===== src/hdl/wrs_pkg.sv =====
`timescale 1ns / 1ps
// ----------------------------------------------------------------------------
// wrs_pkg: shared constants of the weighted random switch
// Field widths, trigger thresholds and register reset value.
// ----------------------------------------------------------------------------
package wrs_pkg;

   // field widths
   localparam int SAMPLE_W = 15;
   localparam int RND_W    = 16;
   localparam int WEIGHT_W = 8;
   localparam int SEL_W    = 3;
   localparam int CSR_W    = 32;

   // schmitt trigger thresholds in mV
   localparam logic signed [SAMPLE_W-1:0] TRIG_HIGH_MV = 15'sd2000;
   localparam logic signed [SAMPLE_W-1:0] TRIG_LOW_MV  = 15'sd100;

   // weight after reset
   localparam logic [WEIGHT_W-1:0] WEIGHT_RESET = 8'd128;

   // log2 of the byte distance between registers on the config port
   localparam int CSR_ADDR_LSB = 2;

endpackage


===== src/hdl/weighted_random_switch_unit.sv =====
`timescale 1ns / 1ps
// ----------------------------------------------------------------------------
// weighted_random_switch_unit: weighted random channel switch
// Schmitt trigger on the trigger level; each rising edge draws a channel with
// probability proportional to its weight and routes its sample to the output.
// ----------------------------------------------------------------------------
// Path: req word, input stage registers, output stage registers, rsp word.
// Throughput: one word per cycle unless rsp stalls; draw multiply in the
// input stage, lane compares, merge and sample select in the output stage.
// Reset: synchronous; weights return to 128, trigger low, channel 0 selected.
// No clearing pass: the block takes words in the cycle after reset.
// ----------------------------------------------------------------------------
module weighted_random_switch_unit #(
   parameter int CHANNELS = 8
) (
   input  logic                      clock,
   input  logic                      reset,
   // input stream
   input  logic                      req_tvalid,
   output logic                      req_tready,
   // trigger_mv, random_word, channel_0 .. channel_N-1, zero pad
   input  logic [((31 + 15 * CHANNELS + 7) / 8) * 8 - 1:0] req_tdata,
   // result stream
   output logic                      rsp_tvalid,
   input  logic                      rsp_tready,
   // out_sample, selected_channel, new_pick, zero pad
   output logic [23:0]               rsp_tdata,
   // config port
   input  logic                      csr_psel,
   input  logic                      csr_penable,
   input  logic                      csr_pwrite,
   input  logic [$clog2(CHANNELS)+1:0] csr_paddr,
   input  logic [31:0]               csr_pwdata,
   output logic [31:0]               csr_prdata,
   output logic                      csr_pready
);

   localparam int IDX_W  = $clog2(CHANNELS);
   localparam int SUM_W  = $clog2(CHANNELS * 255 + 1);
   localparam int PROD_W = wrs_pkg::RND_W + SUM_W;
   localparam int SMP_W  = wrs_pkg::SAMPLE_W;
   localparam int CH_LSB = SMP_W + wrs_pkg::RND_W;

   // config registers and running weight sums
   logic [wrs_pkg::WEIGHT_W-1:0] weight_ff [CHANNELS];
   logic [SUM_W-1:0]             prefix_ff [CHANNELS];
   logic [IDX_W-1:0]             csr_idx;
   logic                         csr_hit;
   logic                         csr_wr;
   logic [wrs_pkg::WEIGHT_W-1:0] csr_wval;
   logic [wrs_pkg::WEIGHT_W-1:0] csr_old;

   assign csr_pready = 1'b1;
   assign csr_idx    = csr_paddr[IDX_W+wrs_pkg::CSR_ADDR_LSB-1:wrs_pkg::CSR_ADDR_LSB];
   assign csr_hit    = 32'(csr_idx) < CHANNELS;
   assign csr_wr     = csr_psel && csr_penable && csr_pwrite && csr_pready && csr_hit;
   assign csr_wval   = csr_pwdata[wrs_pkg::WEIGHT_W-1:0];
   assign csr_old    = csr_hit ? weight_ff[csr_idx] : '0;
   assign csr_prdata = csr_hit ? 32'(weight_ff[csr_idx]) : '0;

   // a write moves every running sum at or above its lane by the difference
   always_ff @(posedge clock) begin
      if (reset) begin
         for (int j = 0; j < CHANNELS; j++) begin
            weight_ff[j] <= wrs_pkg::WEIGHT_RESET;
            prefix_ff[j] <= SUM_W'((j + 1) * 128);
         end
      end else if (csr_wr) begin
         for (int j = 0; j < CHANNELS; j++) begin
            if (32'(csr_idx) == j) begin
               weight_ff[j] <= csr_wval;
            end
            if (32'(csr_idx) <= j) begin
               prefix_ff[j] <= prefix_ff[j] - SUM_W'(csr_old) + SUM_W'(csr_wval);
            end
         end
      end
   end

   // handshake control
   logic s1_v_ff, s1_v_in;
   logic out_v_ff, out_v_in;
   logic req_acc, out_load;

   assign out_load   = s1_v_ff && (!out_v_ff || rsp_tready);
   assign req_tready = !s1_v_ff || out_load;
   assign req_acc    = req_tvalid && req_tready;
   assign rsp_tvalid = out_v_ff;

   always_comb begin
      s1_v_in = s1_v_ff;
      if (req_acc) begin
         s1_v_in = 1'b1;
      end else if (out_load) begin
         s1_v_in = 1'b0;
      end
      out_v_in = out_v_ff;
      if (out_load) begin
         out_v_in = 1'b1;
      end else if (rsp_tready) begin
         out_v_in = 1'b0;
      end
   end

   // input stage: schmitt trigger and draw scaling
   logic signed [SMP_W-1:0]      trig;
   logic [wrs_pkg::RND_W-1:0]    rnd;
   logic [PROD_W-1:0]            prod;
   logic                         trig_high_ff, trig_high_in;
   logic                         edge_det;
   logic                         s1_edge_ff;
   logic [SUM_W-1:0]             s1_draw_ff;
   logic signed [SMP_W-1:0]      s1_samp_ff [CHANNELS];

   assign trig = $signed(req_tdata[SMP_W-1:0]);
   assign rnd  = req_tdata[CH_LSB-1:SMP_W];
   assign prod = PROD_W'(rnd) * PROD_W'(prefix_ff[CHANNELS-1]);

   always_comb begin
      trig_high_in = trig_high_ff;
      edge_det     = 1'b0;
      if (!trig_high_ff) begin
         if (trig >= wrs_pkg::TRIG_HIGH_MV) begin
            trig_high_in = 1'b1;
            edge_det     = 1'b1;
         end
      end else if (trig <= wrs_pkg::TRIG_LOW_MV) begin
         trig_high_in = 1'b0;
      end
   end

   always_ff @(posedge clock) begin
      if (reset) begin
         trig_high_ff <= 1'b0;
      end else if (req_acc) begin
         trig_high_ff <= trig_high_in;
      end
   end

   always_ff @(posedge clock) begin
      if (req_acc) begin
         s1_edge_ff <= edge_det;
         s1_draw_ff <= prod[wrs_pkg::RND_W +: SUM_W];
         for (int i = 0; i < CHANNELS; i++) begin
            s1_samp_ff[i] <= $signed(req_tdata[CH_LSB + SMP_W * i +: SMP_W]);
         end
      end
   end

   // lanes compare the draw against each running sum
   logic [CHANNELS-1:0] hit;
   logic                found;
   logic [IDX_W-1:0]    pick_idx;

   for (genvar g = 0; g < CHANNELS; g++) begin : g_lane
      wrs_lane #(
         .SUM_W(SUM_W)
      ) u_lane (
         .draw  (s1_draw_ff),
         .prefix(prefix_ff[g]),
         .weight(weight_ff[g]),
         .hit   (hit[g])
      );
   end

   wrs_merge #(
      .CHANNELS(CHANNELS)
   ) u_merge (
      .hit  (hit),
      .found(found),
      .index(pick_idx)
   );

   // output stage: channel update and sample routing
   logic [IDX_W-1:0]        chosen_ff, chosen_in;
   logic signed [SMP_W-1:0] out_sample_ff;
   logic [wrs_pkg::SEL_W-1:0] out_sel_ff;
   logic                    out_pick_ff;

   assign chosen_in = (s1_edge_ff && found) ? pick_idx : chosen_ff;

   always_ff @(posedge clock) begin
      if (reset) begin
         s1_v_ff   <= 1'b0;
         out_v_ff  <= 1'b0;
         chosen_ff <= '0;
      end else begin
         s1_v_ff  <= s1_v_in;
         out_v_ff <= out_v_in;
         if (out_load) begin
            chosen_ff <= chosen_in;
         end
      end
   end

   always_ff @(posedge clock) begin
      if (out_load) begin
         out_sample_ff <= s1_samp_ff[chosen_in];
         out_sel_ff    <= wrs_pkg::SEL_W'(chosen_in);
         out_pick_ff   <= s1_edge_ff;
      end
   end

   assign rsp_tdata = {5'd0, out_pick_ff, out_sel_ff, out_sample_ff};

   // the selection moves only when an edge word enters the output stage
   assert property (@(posedge clock) disable iff (reset)
      (chosen_ff != $past(chosen_ff)) |-> $past(out_load && s1_edge_ff))
      else $error("selected channel changed without a trigger edge");

   // a nonzero weight total always yields a lane for the draw
   assert property (@(posedge clock) disable iff (reset)
      (s1_v_ff && (prefix_ff[CHANNELS-1] != '0)) |-> found)
      else $error("no lane claimed the draw");

   // the last running sum stays at or above the first
   assert property (@(posedge clock) disable iff (reset)
      prefix_ff[CHANNELS-1] >= prefix_ff[0])
      else $error("running weight sums out of order");

   // every word out reports the channel taken into the selection with it
   assert property (@(posedge clock) disable iff (reset)
      out_load |=> (out_sel_ff == wrs_pkg::SEL_W'(chosen_ff)))
      else $error("reported channel differs from selection");

endmodule


===== src/hdl/wrs_lane.sv =====
`timescale 1ns / 1ps
// ----------------------------------------------------------------------------
// wrs_lane: one channel lane of the roulette wheel
// Flags whether the draw falls below this channel's running weight sum.
// ----------------------------------------------------------------------------
module wrs_lane #(
   parameter int SUM_W = 12
) (
   input  logic [SUM_W-1:0] draw,
   input  logic [SUM_W-1:0] prefix,
   input  logic [wrs_pkg::WEIGHT_W-1:0] weight,
   output logic             hit
);

   // a lane with zero weight can never own the draw
   assign hit = (draw < prefix) && (weight != '0);

endmodule


===== src/hdl/wrs_merge.sv =====
`timescale 1ns / 1ps
// ----------------------------------------------------------------------------
// wrs_merge: merge of the lane results
// Priority encoder returning the lowest lane that claims the draw.
// ----------------------------------------------------------------------------
module wrs_merge #(
   parameter int CHANNELS = 8
) (
   input  logic [CHANNELS-1:0]         hit,
   output logic                        found,
   output logic [$clog2(CHANNELS)-1:0] index
);

   localparam int IDX_W = $clog2(CHANNELS);

   // lowest set lane wins
   always_comb begin
      index = '0;
      for (int i = CHANNELS - 1; i >= 0; i--) begin
         if (hit[i]) begin
            index = IDX_W'(i);
         end
      end
   end

   assign found = |hit;

endmodule


===== config.mk =====
export PLATFORM = sky130hd
export DESIGN_NAME = weighted_random_switch_unit
export DESIGN_NICKNAME = d
export VERILOG_FILES = /design/src/hdl/wrs_pkg.sv /design/src/hdl/weighted_random_switch_unit.sv /design/src/hdl/wrs_lane.sv /design/src/hdl/wrs_merge.sv
export SDC_FILE = /design/constraint.sdc
export NUM_CORES = 1
export LEC_CHECK = 0
export BUFFER_PORTS_ARGS = -buffer_cell sky130_fd_sc_hd__buf_2
export CAP_MARGIN = 20
export CORE_ASPECT_RATIO = 1.75
export CORE_UTILIZATION = 65
export CTS_CLUSTER_SIZE = 8
export DETAILED_ROUTE_END_ITERATION = 12
export PLACE_DENSITY = 0.87
export SLEW_MARGIN = 25
export SYNTH_ARGS = -nofsm -noshare
export SYNTH_HDL_FRONTEND = slang
export SYNTH_SLANG_ARGS = --single-unit

===== constraint.sdc =====
create_clock -name clock -period 11.6 [get_ports clock]
set_input_delay 0.58 -clock clock [delete_from_list [all_inputs] [get_ports clock]]
set_output_delay 0.58 -clock clock [all_outputs]
set_load 0.01 [all_outputs]

Yosys cells after proc, flatten, opt, wreduce, memory -nomap -nowiden

Memory sizes are Yosys's and may differ from the RTL's. A register that Yosys moved wholly into a read port is not among the register bits.
Index checks and enable logic that the tools add are counted.

Add/subtract/negate cells: 16
Multipliers: 1
Div/mod/pow operators: 0
Order comparisons: 17
Eq/ne operators: 7
Shift operators: 0
Mux-type cells: 99
Bitwise operators: 16
Reduce and logical (&&, ||, !) cells: 29

Operators with widths:

| operator               | number |
|---|---|
| $add A11 B8 Y11        | 8 |
| $lt A11 B11 Y1         | 8 |
| $mux W11               | 8 |
| $sub A11 B8 Y11        | 8 |
| $mux W1                | 74 |
| $mux W8                | 8 |
| $reduce_bool A8 Y1     | 8 |
| $mul A16 B11 Y27       | 1 |
| $mux W3                | 9 |
| $or A1 B1 Y1           | 16 |
| $ge A15 B12 Y1 const B | 1 |
| $le A15 B8 Y1 const B  | 1 |
| $logic_and A1 B1 Y1    | 13 |
| $eq A3 B3 Y1 const B   | 4 |
| $le A3 B3 Y1 const B   | 3 |
| $reduce_or A8 Y1       | 1 |
| $eq A3 B2 Y1 const B   | 2 |
| $le A3 B1 Y1 const B   | 2 |
| $le A3 B2 Y1 const B   | 2 |
| $reduce_bool A2 Y1     | 2 |
| $eq A3 B1 Y1 const B   | 1 |
| $logic_not A3 Y1       | 1 |
| $logic_not A1 Y1       | 2 |
| $logic_or A1 B1 Y1     | 2 |

Register bits after elaboration: 22
Latch bits: 0
RAM bits: 272
Bits in read-only memories: 0
Bits of input ports: 196
Output and inout port bits: 59
Word-level logic and storage cells: 196
Memories: 3

Memories:

| memory     | words | bits a word | rd ports | clocked after Yosys merged registers in | write ports | line                               | RTL |
|---|---|---|---|---|---|---|---|
| s1_samp_ff | 8     | 15          | 1        | 1                                       | 8           | weighted_random_switch_unit.sv:113 | `logic signed [SMP_W-1:0] s1_samp_ff [CHANNELS];` |
| prefix_ff  | 8     | 11          | 8        | 0                                       | 8           | weighted_random_switch_unit.sv:46  | `logic [SUM_W-1:0] prefix_ff [CHANNELS];` |
| weight_ff  | 8     | 8           | 9        | 0                                       | 8           | weighted_random_switch_unit.sv:45  | `logic [wrs_pkg::WEIGHT_W-1:0] weight_ff [CHANNELS];` |

Logic depth before layout (Yosys ltp)

Gate-level depths: netlist of the first run.
An unclocked memory read counts as a cell.

Depth after elaboration: 12
Mapped depth: 24
Depth with buffers taken out: 22

Modules after synthesis

A second synthesis of the first run with hierarchy kept.

Cells, all modules: 2510
Area, all modules: 24865.1 sq um

Modules (own cells, without submodules):

| module                      | instances | cells an instance | area each (sq um) | seq. area each (sq um) |
|---|---|---|---|---|
| weighted_random_switch_unit | 1         | 2185              | 22611.7           | 9218.8 |
| wrs_lane                    | 8         | 39                | 271.5             | 0.0 |
| wrs_merge                   | 1         | 13                | 81.3              | 0.0 |

Worst setup path before layout of the first run

OpenSTA, ideal clock, no wires.

Kind: input-to-reg
From: in req_tdata[22]
To: reg s1_draw_ff[10], data pin
Library setup time: 0.259 ns
Data arrival time: 5.577 ns
Required time: 11.341 ns
Path slack: 5.764 ns
Stages on the path: 21
Buffers on the path: 1
Path through: clkbuf_1 > nand2_1 > fa_1 > inv_1 > fa_1 > fa_1 > fa_1 > inv_1 > fa_1 > inv_1 > ha_1 > a21oi_1 > o21ai_0 > nor2_1 > a21oi_1 > a41oi_1 > a2111oi_2 > nand2_1 > a21oi_1 > a21oi_1 > xnor2_1

Longest elaborated chain between the ends: 1

Ends and longest elaborated chain:

| item                   | line                               | RTL |
|---|---|---|
| start: declaration     | weighted_random_switch_unit.sv:22  | `input logic [((31 + 15 * CHANNELS + 7) / 8) * 8 - 1:0] req_tdata,` |
| $mul A16 B11 Y27       | weighted_random_switch_unit.sv:117 | `assign prod = PROD_W'(rnd) * PROD_W'(prefix_ff[CHANNELS-1]);` |
| named net prod[26]     | weighted_random_switch_unit.sv:108 | `logic [PROD_W-1:0] prod;` |
| end signal: assignment | weighted_random_switch_unit.sv:143 | `s1_draw_ff <= prod[wrs_pkg::RND_W +: SUM_W];` |
| end: declaration       | weighted_random_switch_unit.sv:112 | `logic [SUM_W-1:0] s1_draw_ff;` |

The timed path passes the listed nets, and every way through them passes these cells.
A chain may end at the register's enable or synchronous reset.

==> flow_metrics.env, run 1 <==
export IMPL_syn_inst=2213
export IMPL_cp_end_kind="flip-flop"
export IMPL_p_per_area_nw_per_um2=324
export IMPL_slew_headroom_pct=28.1
export IMPL_peakVddDrop_mv=0.401
export IMPL_cts_tree="yes"
export IMPL_cp_arrival_ps=6940
export IMPL_hpwl_um=43700
export IMPL_clk_pin_slew_ps=50
export IMPL_fin_util_pct=73.3
export IMPL_start_util_pct=66.3
export IMPL_die_x_um=147
export IMPL_synth_most_common_cell="inv_1"
export IMPL_synth_top_flop_cell="edfxtp_1"
export IMPL_slew_violations=0
export IMPL_grt_max_degree=75
export IMPL_synth_cell_types=62
export IMPL_synth_common_cells="inv_1, edfxtp_1, ha_1"
export IMPL_cp_required_ps=11910
export IMPL_cts_sinks=309
export IMPL_htree_num_levels=2
export IMPL_netlist_area_sq_um=24000
export IMPL_die_area_sq_um=37700
export IMPL_num_io_pins=255
export IMPL_hold_ws_ps=200
export IMPL_setup_slack_ps=4960
export IMPL_grt_pass1_vias=19100
export IMPL_num_rows=92
export IMPL_cp_start_kind="flip-flop"
export IMPL_port_buffers=197
export IMPL_num_vias=17400
export IMPL_worstPathMaxFanout=17
export IMPL_place_ws_ps=4970
export IMPL_drt_initial_drc_count=1114
export IMPL_wl_um=58600
export IMPL_worst_clock_skew_ps=22.8
export IMPL_grt_usage_pct=31.8
export IMPL_dpl_cell_area_sq_um=25200
export IMPL_cap_violations=0
export IMPL_cts_hold_buf=0
export IMPL_ys_warn_count=0
export IMPL_antenna_cells=0
export IMPL_rsz0062_at_grt="false"
export IMPL_clk_latency_ps=560
export IMPL_drt_pass1_iter_count=7
export IMPL_period_share_pct=57.2
export IMPL_ys_seq_area_share_pct=38.5
export IMPL_core_area_sq_um=36100
export IMPL_synth_top_area_share_pct=38.0
export IMPL_synth_area_leaders="edfxtp_1, fa_1, ha_1"
export IMPL_grt_pass1_wl_um=92300
export IMPL_synth_largest_area_cell="edfxtp_1"
export IMPL_synthArstFlopShare_pct=0
export IMPL_fp_dieH_um=256
export IMPL_synth_seq_cells=309
export IMPL_synth_edf_count=303
export IMPL_hold_violations=0
export IMPL_leakage_nw=12.3
export IMPL_fin_crit_ps=6640
export IMPL_clock_path_buffers=3
export IMPL_antenna_found_initial=0
export IMPL_ant_nets=0
export IMPL_drive_gt1_share_pct=12.2
export IMPL_status="complete, no violations"
export IMPL_post_cts_buffers=0
export IMPL_tightestPinTransition_ps=1070
export IMPL_root_buffer="clkbuf_16"
export IMPL_nFillCells=2292
export IMPL_place_gp_congestion=0.888
export IMPL_finalSetupViolations=0
export IMPL_design_area_sq_um=26500
export IMPL_multi_input_area_sq_um=12800
export IMPL_drcViolationCount=0
export IMPL_fmax_ghz=0.151
export IMPL_overflow=0
export IMPL_setup_tns_final_ps=0
export IMPL_hold_path_class="in2reg"
export IMPL_nNetsFinal=3015
export IMPL_syn2layout_area_growth_pct=10.4
export IMPL_vias_per_cell=6.01
export IMPL_worstSetupPathType="reg2reg"
export IMPL_cts_buffers=44
export IMPL_syn_mean_instance_area_sq_um=10.8
export IMPL_wl_per_cell_um=20.3
export IMPL_cts_resized=0
export IMPL_regArea_sq_um=9220
-- path summary, 6_finish.rpt --
check	cells past startpoint	from	to	slack (ps)
min	1	req_tdata[89]	s1_samp_ff[3][13]	200
max reg2reg	20	prefix_ff[1][40]	s1_draw_ff[10]	4960
min reg2reg	2	trig_high_ff	trig_high_ff	490
max	20	prefix_ff[1][40]	s1_draw_ff[10]	4960
-- layer usage --
metal	wire length, um	global-route usage [%]
met1	18000	30.8
met2	30500	57.7
met3	4670	5.74
met4	5430	26.2
met5	0	0
-- kinds of logic (layout without fill, tap and decap cells) --
| group | Yosys count | after routing | share of synthesized area, % |
|---|---|---|---|
| AOI/OAI and AO/OA | 297 | 297 | 7.85 |
| xor gates and xnor gates | 72 | 72 | 2.63 |
| adders and majority gates | 418 | 418 | 27.7 |
| buffers and inverters | 503 | 681 | 8.49 |
| DFF | 309 | 309 | 38.5 |
| muxes | 72 | 72 | 3.93 |
| other | 2 | 30 | 0.0313 |
| and+or+nand+nor | 540 | 540 | 10.9 |
-- cells in the final DEF, fill, tap and decap left out, types with 5 or more instances in the layout --
| cell | netlist | routed |
|---|---|---|
| mux2_2 | 8 | 8 |
| o21ai_1 | 7 | 7 |
| xnor2_1 | 52 | 52 |
| conb_1 | 2 | 30 |
| nor2b_1 | 31 | 31 |
| xor2_1 | 20 | 20 |
| and2_1 | 101 | 101 |
| a21boi_0 | 11 | 11 |
| nand2b_1 | 30 | 30 |
| and2_0 | 9 | 9 |
| o21ai_0 | 67 | 67 |
| buf_2 | 6 | 197 |
| o21bai_1 | 6 | 6 |
| nor3_1 | 25 | 25 |
| clkbuf_1 | 48 | 16 |
| edfxtp_1 | 303 | 303 |
| a31oi_1 | 6 | 6 |
| mux2i_1 | 47 | 47 |
| a21oi_1 | 92 | 92 |
| clkbuf_16 | 0 | 44 |
| or2_2 | 6 | 6 |
| nor2_1 | 132 | 131 |
| ha_1 | 230 | 230 |
| dfxtp_1 | 6 | 6 |
| a21o_1 | 28 | 28 |
| a22o_1 | 15 | 15 |
| nand4_1 | 11 | 11 |
| buf_4 | 33 | 9 |
| mux4_2 | 16 | 16 |
| o211ai_1 | 5 | 5 |
| nand3_1 | 10 | 10 |
| a211oi_1 | 35 | 35 |
| nor4_1 | 17 | 17 |
| nand2_1 | 157 | 157 |
| inv_1 | 410 | 409 |
| fa_1 | 188 | 188 |
-- critical path, stage by stage, from the launching register on --
cell	delay [ps]
edfxtp_1	800
nand2_1	210
fa_1	590
inv_1	60
fa_1	470
fa_1	540
fa_1	550
inv_1	60
fa_1	530
inv_1	40
ha_1	260
o21ai_0	80
a21oi_1	290
a41oi_1	160
a21oi_1	360
a41oi_1	250
a2111oi_2	520
nand2_1	130
a21oi_1	220
a21oi_1	120
xnor2_1	130
-- state kept, by name, indices dropped and copies added (netlist names) --
name and cells:
chosen_ff 3, out_pick_ff 1, out_sample_ff 15, out_sel_ff 3, prefix_ff 88, rsp_tvalid 1
s1_draw_ff 11, s1_edge_ff 1, s1_samp_ff 120, s1_v_ff 1, trig_high_ff 1, weight_ff 64
-- power breakdown --
part	switching (mW)	internal [mW]
sequential	0.217	1.53
combinational	3.26	2.40
clock	0.476	0.694
total	3.96	4.63
-- cell type report --
type,count,share of cell area (%)
multi-input cells,1429,48.5
flip-flops and latches,309,34.8
inverters,411,5.84
clock buffers,60,4.39
repair buffers,206,3.98
well taps,470,2.22
clock inverters,4,0.307
-- stage by stage --
| stage | power (mW) | cells |
|---|---|---|
| floorplan | 5.92 | 2241 |
| global placement | 7.01 | 2825 |
| detailed placement | 7.32 | 2825 |
| CTS | 8.60 | 2889 |
| global route | 9.40 | 2889 |
| finish | 8.58 | 2889 |
(Power assumes the default switching activity.)
==> run 2, diff against run 1 <==
--- a/config.mk
+++ b/config.mk
@@ -5,13 +5,14 @@
 export SDC_FILE = /design/constraint.sdc
 export NUM_CORES = 1
 export LEC_CHECK = 0
+export ABC_AREA = 1
 export BUFFER_PORTS_ARGS = -buffer_cell sky130_fd_sc_hd__buf_2
 export CAP_MARGIN = 20
 export CORE_ASPECT_RATIO = 1.75
-export CORE_UTILIZATION = 65
+export CORE_UTILIZATION = 61
 export CTS_CLUSTER_SIZE = 8
 export DETAILED_ROUTE_END_ITERATION = 12
-export PLACE_DENSITY = 0.87
+export PLACE_DENSITY = 0.82
 export SLEW_MARGIN = 25
 export SYNTH_ARGS = -nofsm -noshare
 export SYNTH_HDL_FRONTEND = slang
==> constraint.sdc (replaced) <==
create_clock -name clock -period 6.4 [get_ports clock]
set_input_delay 0.32 -clock clock [delete_from_list [all_inputs] [get_ports clock]]
set_output_delay 0.32 -clock clock [all_outputs]
set_load 0.01 [all_outputs]
==> flow_metrics.env, run 2 <==
export IMPL_cts_resized=0
export IMPL_worst_clock_skew_ps=19.1
export IMPL_nFillCells=2820
export IMPL_ys_seq_area_share_pct=36.7
export IMPL_largest_register="s1_samp_ff"
export IMPL_worstPathMaxFanout=18
export IMPL_cts_buffers=44
export IMPL_num_vias=21600
export IMPL_finalSetupViolations=0
export IMPL_fp_dieH_um=270
export IMPL_grt_pass1_vias=23100
export IMPL_clk_latency_ps=560
export IMPL_wl_um=75800
export IMPL_top_regs="s1_samp_ff (120), prefix_ff (88), weight_ff (64)"
export IMPL_start_util_pct=61.7
export IMPL_slew_headroom_pct=26.3
export IMPL_p_comb_share_pct=66.9
export IMPL_num_io_pins=255
export IMPL_die_x_um=155
export IMPL_hpwl_um=49600
export IMPL_cp_required_ps=6710
export IMPL_largest_reg_flops=120
export IMPL_synth_most_common_cell="inv_1"
export IMPL_cp_end_kind="flip-flop"
export IMPL_place_gp_congestion=0.904
export IMPL_p_total_mw=16.4
export IMPL_overflow=0
export IMPL_ant_nets=0
export IMPL_core_area_sq_um=40700
export IMPL_tightestPinTransition_ps=1100
export IMPL_wl_per_cell_um=20.4
export IMPL_instances_no_fill=3725
export IMPL_htree_num_levels=2
export IMPL_synth_edf_count=303
export IMPL_cts_sinks=309
export IMPL_period_share_pct=88.2
export IMPL_syn_inst=2848
export IMPL_layout_commonest_cell="inv_1"
export IMPL_critPathTopFamily="adder cells"
export IMPL_rsz0062_at_grt="false"
export IMPL_syn2layout_area_growth_pct=15.4
export IMPL_cp_start_kind="flip-flop"
export IMPL_clock_path_buffers=3
export IMPL_hold_path_class="in2reg"
export IMPL_cp_slowest_cell="edfxtp_1"
export IMPL_status="complete, no violations"
export IMPL_syn_mean_instance_area_sq_um=8.82
export IMPL_crit_chain="nand2_1 -> fa_1 -> fa_1 -> inv_1 -> fa_1 -> fa_1 -> inv_1 -> fa_1 -> inv_1 -> ha_1 -> a21oi_1 -> o21ai_0 -> a21oi_1 -> nand2_1 -> nand2_1 -> o211ai_1 -> nand2_1 -> nand2_1 -> xor2_1"
export IMPL_final_cell_mix="inv_1, nand2_1, edfxtp_1, ha_1, buf_2"
export IMPL_dp_cells=3537
export IMPL_port_buffers=197
export IMPL_cap_violations=0
export IMPL_antenna_found_initial=3
export IMPL_setup_tns_final_ps=0
export IMPL_root_buffer="clkbuf_16"
export IMPL_vias_per_cell=5.80
export IMPL_fmax_ghz=0.177
export IMPL_seqPwrFrac_pct=19.6
export IMPL_place_ws_ps=857
export IMPL_worstSetupPathType="reg2reg"
export IMPL_grt_max_degree=75
export IMPL_p_int_mw=8.20
export IMPL_die_area_sq_um=42000
export IMPL_drive_gt1_share_pct=9.17
export IMPL_synth_top_flop_cell="edfxtp_1"
export IMPL_netlist_area_sq_um=25100
export IMPL_synth_cell_types=46
export IMPL_fin_crit_ps=5650
export IMPL_p_per_area_nw_per_um2=565
export IMPL_clk_pin_slew_ps=50
export IMPL_cp_arrival_ps=5950
export IMPL_drcViolationCount=0
export IMPL_sw_frac_of_total_pct=49.9
export IMPL_synth_seq_cells=309
export IMPL_synth_area_leaders="edfxtp_1, fa_1, ha_1"
export IMPL_synthArstFlopShare_pct=0
export IMPL_fin_util_pct=71.2
export IMPL_synth_largest_area_cell="edfxtp_1"
export IMPL_cts_tree="yes"
export IMPL_critPathMaxStageDelay_ps=920
export IMPL_slew_violations=0
export IMPL_cp_num_buf_inv=3
export IMPL_grt_pass1_wl_um=119000
export IMPL_switching_power_mw=8.18
export IMPL_clkPwrFrac_pct=13.5
export IMPL_peakVddDrop_mv=0.781
export IMPL_synth_top_area_share_pct=36.2
export IMPL_hold_violations=0
export IMPL_drt_pass1_iter_count=6
export IMPL_synth_common_cells="inv_1, nand2_1, edfxtp_1"
export IMPL_nNetsFinal=3767
export IMPL_grt_usage_pct=37.1
export IMPL_num_rows=98
export IMPL_leakage_nw=14.7
export IMPL_ys_warn_count=0
export IMPL_drt_initial_drc_count=2133
export IMPL_setup_slack_ps=754
==> run 2: changes by cell type after synthesis, sizes merged, moves of 40 or more <==
cell / change
and2: -108
nand2: +387
xnor2: -40
mux2i: -48
nor2: +60
a21oi: +74
nand3: +146
inv: +296
==> run 2: area by class of cell <==
class                   count  area (sq um)  share of cell area (%)
clock buffers              63          1190                    4.12
flip-flops and latches    309          9220                    31.8
diodes                      2          5.00                  0.0173
clock inverters             3          45.0                   0.155
repair buffers            339          2350                    8.11
well taps                 550           688                    2.37
inverters                 708          2660                    9.17
multi-input cells        1751         12800                    44.3
==> run 2: worst paths after layout <==
path	slack (ps)	startpoint	to	cells after the start
setup reg to reg	750	prefix_ff[1][42]	s1_draw_ff[9]	19
setup / recovery	750	prefix_ff[1][42]	s1_draw_ff[9]	19
hold reg to reg	490	s1_edge_ff	out_pick_ff	0
hold / removal	140	req_tdata[14]	s1_edge_ff	2
==> run 2: timing repair <==
action / 4_1_cts / 5_1_grt
hold endpoints to repair: 120 / 0
buffers inserted: 0 / 0
hold buffers: 120 / 0
==> run 2: cells by family after synthesis <==
| logic type | count (synthesis) | synth area share (%) |
|---|---|---|
| buffers and inverters | 816 | 12.8 |
| and+or+nand+nor | 934 | 15.2 |
| AOI/OAI and AO/OA | 337 | 7.67 |
| adders and majority gates | 418 | 26.4 |
| DFF | 309 | 36.7 |
| other | 2 | 0.0299 |
| xor gates and xnor gates | 32 | 1.12 |
==> run 2: power by group through the flow <==
stage	Sequential, mW	Clock (mW)	Combinational [mW]
5_1_grt	3.22	2.28	12.6
6_report	3.21	2.22	11.0
4_1_cts	3.17	2.16	10.8
3_3_place_gp	3.19	0	10.1
2_1_floorplan	2.93	0	8.15
3_5_place_dp	3.21	0	10.6
==> run 2: layer usage <==
| metal | part of all wire (%) | vias up | wire, um | global-route usage [%] |
|---|---|---|---|---|
| li1 | - | 9525 | - | - |
| met1 | 30 | 10100 | 22700 | 35.6 |
| met2 | 50 | 1469 | 38000 | 64.7 |
| met3 | 9.2 | 540 | 6950 | 8.73 |
| met4 | 11 | 0 | 8150 | 34.4 |
| met5 | 0 | - | 0 | 0 |
==> run 2: through the flow <==
stage	hold WS (ps)	area [sq um]
2_1_floorplan	419	25200
3_3_place_gp	453	26500
3_5_place_dp	456	26500
4_1_cts	90.2	29000
5_1_grt	135	29000
6_report	139	29000
